File: src/hw/rtl/rbws_pkg.sv
// ----------------------------------------------------------------------------
// Replica bid window selector package
// Shared constants, state type and controller/datapath command and status structs.
// ----------------------------------------------------------------------------
package rbws_pkg;

    localparam int MAX_BIDS_DEF     = 16;
    localparam int MAX_REPLICAS_DEF = 8;

    localparam logic CFG_REPLICA_COUNT     = 1'b0;
    localparam logic CFG_TRANSFER_DURATION = 1'b1;

    typedef enum logic [3:0] {
        ST_IDLE,
        ST_INSERT,
        ST_SPAN,
        ST_WIN,
        ST_SORT,
        ST_DEPTH,
        ST_EMIT,
        ST_FAIL
    } state_t;

    // commands from the controller
    typedef struct packed {
        logic store_bid;
        logic shift_step;
        logic span_init;
        logic span_step;
        logic win_init;
        logic win_step;
        logic sort_init;
        logic sort_step;
        logic depth_init;
        logic depth_step;
        logic emit_init;
        logic emit_step;
        logic fail_out;
        logic clear_count;
    } cmd_t;

    // status back to the controller
    typedef struct packed {
        logic shift_done;
        logic span_done;
        logic win_done;
        logic win_ok;
        logic sort_done;
        logic depth_done;
        logic emit_last;
    } status_t;

endpackage

File: src/hw/rtl/rbws_ctrl.sv
// ----------------------------------------------------------------------------
// Replica bid window selector controller
// Sequences insertion, span search, window walk, ack sort, depth pass and result or failure output.
// ----------------------------------------------------------------------------
module rbws_ctrl
(
    input  logic              clk,
    input  logic              rst_n,
    input  logic              start,
    input  logic              last_bid,
    input  rbws_pkg::status_t sts,
    output rbws_pkg::cmd_t    cmd,
    output logic              busy
);
    import rbws_pkg::*;

    state_t state_reg, state_next;
    logic   last_reg, last_next;

    // hold state
    always_ff @(posedge clk or negedge rst_n)
    begin
        if (!rst_n)
        begin
            state_reg <= ST_IDLE;
            last_reg  <= 1'b0;
        end
        else
        begin
            state_reg <= state_next;
            last_reg  <= last_next;
        end
    end

    // next state
    always_comb
    begin
        state_next = state_reg;
        last_next  = last_reg;
        case (state_reg)
            ST_IDLE:
            begin
                if (start)
                begin
                    state_next = ST_INSERT;
                    last_next  = last_bid;
                end
            end
            ST_INSERT:
            begin
                if (sts.shift_done)
                    state_next = last_reg ? ST_SPAN : ST_IDLE;
            end
            ST_SPAN:
            begin
                if (sts.span_done)
                    state_next = ST_WIN;
            end
            ST_WIN:
            begin
                if (sts.win_done)
                    state_next = sts.win_ok ? ST_SORT : ST_FAIL;
            end
            ST_SORT:
            begin
                if (sts.sort_done)
                    state_next = ST_DEPTH;
            end
            ST_DEPTH:
            begin
                if (sts.depth_done)
                    state_next = ST_EMIT;
            end
            ST_EMIT:
            begin
                if (sts.emit_last)
                    state_next = ST_IDLE;
            end
            ST_FAIL:  state_next = ST_IDLE;
            default:  state_next = ST_IDLE;
        endcase
    end

    // outputs
    always_comb
    begin
        cmd  = '0;
        busy = (state_reg != ST_IDLE);
        case (state_reg)
            ST_IDLE:   cmd.store_bid  = start;
            ST_INSERT:
            begin
                cmd.shift_step = 1'b1;
                cmd.span_init  = sts.shift_done & last_reg;
            end
            ST_SPAN:
            begin
                cmd.span_step = 1'b1;
                cmd.win_init  = sts.span_done;
            end
            ST_WIN:
            begin
                cmd.win_step  = 1'b1;
                cmd.sort_init = sts.win_done;
            end
            ST_SORT:
            begin
                cmd.sort_step  = 1'b1;
                cmd.depth_init = sts.sort_done;
            end
            ST_DEPTH:
            begin
                cmd.depth_step = 1'b1;
                cmd.emit_init  = sts.depth_done;
            end
            ST_EMIT:
            begin
                cmd.emit_step   = 1'b1;
                cmd.clear_count = sts.emit_last;
            end
            ST_FAIL:
            begin
                cmd.fail_out    = 1'b1;
                cmd.clear_count = 1'b1;
            end
            default: cmd = '0;
        endcase
    end

endmodule

File: config.mk
export PLATFORM = sky130hd
export DESIGN_NAME = rbws_ctrl
export DESIGN_NICKNAME = d
export VERILOG_FILES = /design/src/hw/rtl/rbws_pkg.sv /design/src/hw/rtl/rbws_ctrl.sv
export SDC_FILE = /design/constraint.sdc
export NUM_CORES = 1
export LEC_CHECK = 0
export BUFFER_PORTS_ARGS = -buffer_cell sky130_fd_sc_hd__buf_2
export CORE_AREA = 5 5 42 44
export DETAILED_ROUTE_END_ITERATION = 6
export DIE_AREA = 0 0 47 49
export SYNTH_ARGS = -nofsm -noshare
export SYNTH_HDL_FRONTEND = slang
export SYNTH_SLANG_ARGS = --single-unit
File: constraint.sdc
create_clock -name clk -period 1.4 [get_ports clk]
set_clock_uncertainty 0.05 [all_clocks]
set_input_delay 0.35 -clock clk [delete_from_list [all_inputs] [get_ports clk]]
set_output_delay 0.35 -clock clk [all_outputs]
set_load 0.005 [all_outputs]
After elaboration in Yosys (flattened, before gate mapping)
Index checks and enable logic that the tools add are counted.

storage, ports and cells
  register bits after elaboration = 5
  output and inout bits = 15
  logic and storage cells = 40

cells by class
  equality and inequality tests = 14
  muxes and demuxes = 19
  bitwise logic cells = 1
  reductions and logical operators = 4

operators by type and width
  cell                  count
  $mux W4               7
  $pmux W4 S7           1
  $eq A4 B3 Y1 const B  4
  $mux W2               7
  $ne A2 B2 Y1 const B  7
  $eq A4 B2 Y1 const B  2
  $reduce_and A7 Y1     1
  $eq A4 B1 Y1 const B  1
  $logic_not A4 Y1      1
  $reduce_bool A4 Y1    1
  $mux W1               3
  $pmux W1 S2           1
  $reduce_and A2 Y1     1
  $and A1 B1 Y1         1

Depth between registers and ports, before layout
Gate-level depths: netlist (run 1).

  depth after elaboration = 3
  gate-level depth with buffers = 5
  gate-level depth less buffers = 4

Least setup slack after synthesis (run 1)
Ideal clock, no wire load.

  kind = flip-flop to output port
  start point = reg state_reg[0]
  end point = out cmd[9] in the netlist's numbering
  arrival = 1,114 ps
  required time = 1,000 ps
  path slack = -114 ps
  cell stages (with the launch flop) = 5
  path buffers = 2
  path through = dfrtp_1 > buf_2 > clkbuf_1 > nor3b_1 > and2_1

RTL lines
  item                    line             text
  from (decl)             rbws_ctrl.sv:17  state_t state_reg, state_next;
  from (signal assigned)  rbws_ctrl.sv:30  state_reg <= state_next;
  to (decl)               rbws_ctrl.sv:12  output rbws_pkg::cmd_t cmd,

Worst setup path after layout (run 1)
  start point = reg state_reg[1]
  end point = reg state_reg[1]

on the way
  longest elaborated chain between the ends = 3
  elaborated cells on any way between the ends = 16
  those cells by class = eq/ne: 13; mux: 1; reduce/logical: 2

RTL lines
  item                                        line             text
  $eq A4 B1 Y1, or another cell as far along  rbws_ctrl.sv:40  case (state_reg)
  $ne A2 B2 Y1 (no line)                      --
  $reduce_and A7 Y1 (no line)                 --

Several ways; a longest one is shown, not always the timed one.
A chain may end at the register's enable or synchronous reset.

==> qor.yml, run 1 <==
global_routing:
  antenna_found_initial: 0
  wire_length_of_the_first_global_routing_pass_mm: 2.29
  grt_start_max_net_pins: 7
  grt.overflow.total: 0
  via_count_of_the_first_global_routing_pass: 554
  grt_util_all_layers: 0.137
floorplanning:
  io_pins: 26
  starting_density: 0.271
  rows: 14
  fp.coreArea_sq_mm: 0.00140
  die-area_sq_mm: 0.00230
  die_height_um: 49
  fp.dieW_um: 47
sta:
  timing.final.max_slew_violations: 0
  post-route-period-util: 1.21
  setup_viol_count_final: 17
  timing_hold_violations_final: 0
  timing.fmax_mhz: 592
  tightest_slew_ps: 243
  postLayoutSetupSlackWorst_ps: -290
  timing.slew.headroom: 0.833
  totalNegativeSetupSlack_ps: -3330
  period_minus_slack_ps: 1690
  setup_repair_after_global_routing_missed_its_margin: "yes"
min_path:
  worst_hold_path_type: "in2reg"
  min_from: "last_bid"
yosys:
  synth.cell_area_sq_um: 380
  sequential_to_total_area_share_from_yosys_stat: 0.263
  postSynthRegisterBits: 4
  synthesis.nets: 61
  synthCells: 50
  synthesis.area_per_instance_sq_um: 7.61
  synth_cell_types: 26
  yosys_warnings: 0
finish:
  insertedDiodeCount: 0
  most_frequent_cells_in_the_layout: "sky130_fd_sc_hd__buf_2 (24), sky130_fd_sc_hd__buf_6 (13), sky130_fd_sc_hd__buf_4 (9)"
  largest_register_ff_count: 3
  seqCellArea_sq_um: 104
  area_growth_pct: 125
  layout-drive-gt1-share: 0.742
  layout.cells.most_common: "sky130_fd_sc_hd__buf_2"
  design.final.nets: 110
  multi_input_comb_area_sq_um: 343
  fillers: 143
  post-route-util: 0.612
worst_setup_path:
  r2r-start: "state_reg[1]$_DFFE_PN0P_"
  setup.worst_path.class: "reg2reg"
  cp-startpoint: "state_reg[1]$_DFFE_PN0P_"
  setup.reg_to_reg.worst_slack_ps: -290
  startpoint_type: "flop"
  top_fanout_value_on_the_critical_path: 6
  critical_path_required_ps: 1460
  end_kind: "flop"
  worst_ep_arrival_time_ps: 1750
place:
  port_buffers: 25
  post-dp-hpwl_um: 985
  gp_congestion: 0.755
clocking:
  cts.path.max_buffers: 2
  cts.sink_count: 4
  cell_chosen_for_the_clock_root: "sky130_fd_sc_hd__clkbuf_4"
  cts_made_buffers: 3
  cts.reportedPaths.clkPinSlew_ps: 40
  clock_latency_ps: 240
  ctsHtreeMaxLevel: 1
  tritoncts: "built"
run:
  timing.max_cap.violations: 0
power:
  powerDensity_mw_per_mm2: 2210
  leakage_nw: 0.449
  irDropWorstVdd_mv: 1.17
drt:
  drc_errors: 0
  route.final.wire_length_mm: 1.54
  routed_wire_length_per_instance_um: 13.6
  ant_nets: 0
  viasPerCell: 4.68
  detailedRoute.firstPassIterationCount: 4
  first_iter_violations: 2
  vias: 529
outcome:
  failed_checks: "setup timing"
  run_status: "finished with violations"
-- critical path, stage by stage (launching register included) --
cell and delay [ps]:
sky130_fd_sc_hd__dfrtp_2 440, sky130_fd_sc_hd__buf_6 140, sky130_fd_sc_hd__mux2_4 300, sky130_fd_sc_hd__o221ai_2 180, sky130_fd_sc_hd__o311ai_2 140, sky130_fd_sc_hd__mux2_4 320
-- cells in the mapped netlist --
| library cell | number | area, sq um |
|---|---|---|
| sky130_fd_sc_hd__nand2b_1 | 2 | 12.5 |
| sky130_fd_sc_hd__o221ai_2 | 1 | 15.0 |
| sky130_fd_sc_hd__mux2_2 | 1 | 11.3 |
| sky130_fd_sc_hd__nor3_1 | 1 | 5.00 |
| sky130_fd_sc_hd__dfrtp_1 | 4 | 100 |
| sky130_fd_sc_hd__a21oi_1 | 3 | 15.0 |
| sky130_fd_sc_hd__mux2_1 | 1 | 11.3 |
| sky130_fd_sc_hd__a21o_1 | 1 | 7.51 |
| sky130_fd_sc_hd__o311ai_1 | 1 | 8.76 |
| sky130_fd_sc_hd__nor2_1 | 7 | 26.3 |
| sky130_fd_sc_hd__o21ai_0 | 5 | 25.0 |
| sky130_fd_sc_hd__and3_1 | 1 | 6.26 |
| sky130_fd_sc_hd__nor2b_1 | 1 | 6.26 |
| sky130_fd_sc_hd__inv_1 | 1 | 3.75 |
| sky130_fd_sc_hd__buf_2 | 1 | 5.00 |
| sky130_fd_sc_hd__mux2i_1 | 1 | 10.0 |
| sky130_fd_sc_hd__mux2_4 | 1 | 15.0 |
| sky130_fd_sc_hd__nand2_1 | 3 | 11.3 |
| sky130_fd_sc_hd__and2b_1 | 1 | 7.51 |
| sky130_fd_sc_hd__clkbuf_1 | 2 | 7.51 |
| sky130_fd_sc_hd__nor4b_1 | 1 | 8.76 |
| sky130_fd_sc_hd__or3_1 | 1 | 6.26 |
| sky130_fd_sc_hd__buf_1 | 1 | 3.75 |
| sky130_fd_sc_hd__and2_1 | 6 | 37.5 |
| sky130_fd_sc_hd__o22ai_1 | 1 | 6.26 |
| sky130_fd_sc_hd__nor3b_1 | 1 | 7.51 |
-- cell families (layout without fill, tap and decap cells) --
| logic type | Yosys count | after routing | share of synthesized area |
|---|---|---|---|
| mux | 4 | 4 | 0.125 |
| flops | 4 | 4 | 0.263 |
| compound gates | 12 | 12 | 0.204 |
| simple gates | 25 | 25 | 0.355 |
| buf+inv | 5 | 52 | 0.0526 |
-- where the power goes --
part           internal (mW)  switching [mW]
clock network         0.0959          0.0476
logic                  0.879           0.570
registers              0.184           0.115
total                   1.16           0.732
-- cell type report --
| type | instances | share of cell area |
|---|---|---|
| timing repair buffer | 48 | 0.425 |
| multi-input combinational | 41 | 0.400 |
| sequential | 4 | 0.121 |
| clock buffer | 3 | 0.0263 |
| tap | 16 | 0.0234 |
| inverter | 1 | 0.00438 |
-- through the flow --
stage	setup WS (ps)	cells	cell area (sq um)	total power [mW]	hold slack [ps]
after floorplan	-75.1	50	392	0.733	4.41
after global placement	-153	101	632	1.19	106
after detailed placement	-203	101	632	1.21	105
after CTS	-277	112	782	1.64	290
after global routing	-337	113	857	2.05	300
final	-290	113	857	1.89	300
-- final timing paths --
kind / endpoint / cells after the start
min in group asynchronous: last_reg$_DFFE_PN0P_ / 2
worst min register to register: last_reg$_DFFE_PN0P_ / 1
worst min-delay path: last_reg$_DFFE_PN0P_ / 2
worst max-delay path: state_reg[1]$_DFFE_PN0P_ / 5
max in group asynchronous: state_reg[1]$_DFFE_PN0P_ / 2
worst max register to register: state_reg[1]$_DFFE_PN0P_ / 5
-- routing by layer --
| metal | vias up | global-route usage | part of all wire |
|---|---|---|---|
| met5 | - | 0 | 0 |
| met4 | 0 | 0.0829 | 0.019 |
| met3 | 4 | 0.0148 | 0.045 |
| met2 | 14 | 0.251 | 0.60 |
| met1 | 243 | 0.135 | 0.34 |
| li1 | 268 | - | - |
-- timing repair --
item / CTS / global route
cloned: 0 / 0
setup endpoints to repair: 17 / 18
hold buffers: 1 / 0
setup buffers: 7 / 2
resized for setup: 23 / 18
hold endpoints to repair: 4 / 0
pin swaps: 4 / 5
No activity file was read; power rests on OpenSTA's default activity.
==> run 2, diff against run 1 <==
--- a/config.mk
+++ b/config.mk
@@ -5,7 +5,7 @@
 export SDC_FILE = /design/constraint.sdc
 export NUM_CORES = 1
 export LEC_CHECK = 0
-export BUFFER_PORTS_ARGS = -buffer_cell sky130_fd_sc_hd__buf_2
+export BUFFER_PORTS_ARGS = -buffer_cell sky130_fd_sc_hd__buf_4
 export CORE_AREA = 5 5 42 44
 export DETAILED_ROUTE_END_ITERATION = 6
 export DIE_AREA = 0 0 47 49
==> qor.yml, run 2 (same netlist as run 1, synthesis figures left out) <==
sta:
  hold_slack_ps: 302  # +1.88 ps
  timing_hold_violations_final: 0  # unchanged
  postLayoutSetupSlackWorst_ps: -292  # -1.08 ps
  period_minus_slack_ps: 1690  # +1.08 ps
  timing.final.max_slew_violations: 0  # unchanged
  timing.slew.headroom: 0.806  # -0.0275
  post-route-period-util: 1.21  # about the same
  setup_repair_after_global_routing_missed_its_margin: "yes"
  setup_viol_count_final: 18  # +1
  timing.fmax_mhz: 591  # about the same
  tightest_slew_ps: 291  # +48.3 ps
worst_setup_path:
  critical_path_required_ps: 1000  # -460 ps
  setup.reg_to_reg.worst_slack_ps: -280  # about the same
  r2r-start: "state_reg[1]$_DFFE_PN0P_"
  reg2reg_to: "state_reg[1]$_DFFE_PN0P_"
  setup.worst_path.class: "reg2out"
  end_kind: "output port"
  crit_slowest_cell: "sky130_fd_sc_hd__dfrtp_2"
  top_fanout_value_on_the_critical_path: 8  # +2
  startpoint_type: "flop"
  worst_ep_arrival_time_ps: 1290  # -460 ps
  slowest_delay_ps: 510  # +70 ps
  worst_r2r_path_depth: 5  # unchanged
  critical_path.top_delay_family: "flip-flops"
  crit_path_buf_inv_count: 2  # +1
  path_cells: "nor4b_4, buf_4, buf_6"
floorplanning:
  starting_density: 0.271  # unchanged
  fp.dieW_um: 47  # unchanged
  io_pins: 26  # unchanged
  die_height_um: 49  # unchanged
  rows: 14  # unchanged
  die-area_sq_mm: 0.00230  # unchanged
  fp.coreArea_sq_mm: 0.00140  # unchanged
clocking:
  cts.path.max_buffers: 2  # unchanged
  cts.sink_count: 4  # unchanged
  cell_chosen_for_the_clock_root: "sky130_fd_sc_hd__clkbuf_4"
  cts_made_buffers: 3  # unchanged
  cts.reportedPaths.clkPinSlew_ps: 40  # about the same
  ctsHtreeMaxLevel: 1  # unchanged
  tritoncts: "built"
  clock_latency_ps: 230  # about the same
power:
  switching_share: 0.379  # -0.00796
  netSwitchingPower_mw: 0.702  # -4.2%
  design_power_total_mw: 1.85  # -2.2%
  powerDensity_mw_per_mm2: 2050  # -7.3%
  share_seq_of_total_power: 0.177  # +0.019
  irDropWorstVdd_mv: 1.15  # -1.6%
  cellInternalPower_mw: 1.15  # -0.91%
  combPwrFrac: 0.747  # -0.019
  clockPowerShare: 0.076  # about the same
  leakage_nw: 0.448  # -0.31%
finish:
  area_growth_pct: 138
  seqCellArea_sq_um: 104  # unchanged
  multi_input_comb_area_sq_um: 369  # +7.7%
  largest_register_ff_count: 3  # unchanged
  design.final.nets: 107  # -2.7%
  layout.cells.most_common: "sky130_fd_sc_hd__buf_4"
  insertedDiodeCount: 0  # unchanged
  most_frequent_cells_in_the_layout: "sky130_fd_sc_hd__buf_4 (32), sky130_fd_sc_hd__buf_6 (12), sky130_fd_sc_hd__o21ai_0 (5)"
  layoutNonFillerInstCount: 110  # -2.7%
  post-route-util: 0.646  # +0.0339
  layout-drive-gt1-share: 0.755  # +0.0131
  fillers: 132  # -7.7%
drt:
  route.final.wire_length_mm: 1.36  # -11%
  detailedRoute.firstPassIterationCount: 4  # unchanged
  routed_wire_length_per_instance_um: 12.4  # -8.9%
  viasPerCell: 4.78  # +2.1%
  first_iter_violations: 5  # +3
  drc_errors: 0  # unchanged
  ant_nets: 0  # unchanged
  vias: 526  # -0.57%
min_path:
  hold_path_depth: 2  # unchanged
  worst_hold_path_type: "in2reg"
  whs_endpoint: "last_reg$_DFFE_PN0P_"
  min_from: "last_bid"
global_routing:
  grt.overflow.total: 0  # unchanged
  wire_length_of_the_first_global_routing_pass_mm: 2.24  # -2.4%
  grt_util_all_layers: 0.134  # -0.00292
  via_count_of_the_first_global_routing_pass: 525  # -5.2%
  antenna_found_initial: 0  # unchanged
  grt_start_max_net_pins: 9  # +2
place:
  gp_congestion: 0.922  # +22%
  post-dp-hpwl_mm: 1.03  # +4.6%
  port_buffers: 25  # unchanged
  dpl.cell_count: 101  # unchanged
outcome:
  run_status: "finished with violations"
  failed_checks: "setup timing"
run:
  timing.max_cap.violations: 0  # unchanged
==> run 2: how the worst max path moves through the flow <==
stage / start / end / slack, ps / cells past startpoint
after floorplan: state_reg[0]$_DFFE_PN0P_ / last_reg$_DFFE_PN0P_ / -80 / 3
after global placement: state_reg[1]$_DFFE_PN0P_ / cmd[13] / -130 / 4
after detailed placement: state_reg[1]$_DFFE_PN0P_ / state_reg[1]$_DFFE_PN0P_ / -190 / 5
after CTS: state_reg[1]$_DFFE_PN0P_ / busy / -280 / 3
after global routing: state_reg[2]$_DFFE_PN0P_ / cmd[13] / -340 / 3
final: state_reg[2]$_DFFE_PN0P_ / cmd[13] / -290 / 3
==> run 2: power by group through the flow <==
stage	sequential, mW	clock [mW]	combinational (mW)
5_1_grt	0.347	0.159	1.48
2_1_floorplan	0.215	0	0.518
6_report	0.327	0.140	1.38
3_5_place_dp	0.277	0	0.954
3_3_place_gp	0.274	0	0.940
4_1_cts	0.302	0.147	1.12
==> run 2: routing by layer <==
layer / share of wire / routed length (um) / GRT usage / vias to the layer above
met1: 0.37 / 503 / 0.139 / 237
met3: 0.076 / 104 / 0.0332 / 4
li1: - / - / - / 265
met4: 0.018 / 25 / 0.0968 / 0
met2: 0.53 / 728 / 0.219 / 20
met5: 0 / 0 / 0 / -
==> run 2: worst reg2reg max path: stages, from the launching register on <==
cell,delay [ps]
sky130_fd_sc_hd__dfrtp_2,440
sky130_fd_sc_hd__buf_4,150
sky130_fd_sc_hd__mux2_4,290
sky130_fd_sc_hd__o221ai_2,170
sky130_fd_sc_hd__o311ai_2,140
sky130_fd_sc_hd__mux2_4,320
==> run 2: area by class of cell <==
cell class              instances  share of cell area
well taps                      16              0.0221
inverters                       1             0.00415
multi-input cells              41               0.408
clock buffers                   3              0.0249
repair buffers                 45               0.426
flip-flops and latches          4               0.115
==> run 2: per-stage QoR <==
stage | TNS [ps] | instance area (sq um) | worst slack (ps)
CTS | -3200 | 790 | -279
global route | -4530 | 905 | -345
floorplan | -239 | 392 | -75.1
finish | -3480 | 905 | -292
global placement | -639 | 682 | -131
detailed placement | -647 | 682 | -193
==> run 2: what timing repair did <==
action | in CTS | in global routing
endpoints found under the hold margin | 4 | 0
hold buffers | 1 | 0
setup buffers | 3 | 2
setup endpoints to repair | 17 | 17
resized for setup | 17 | 22
pin swaps | 2 | 5
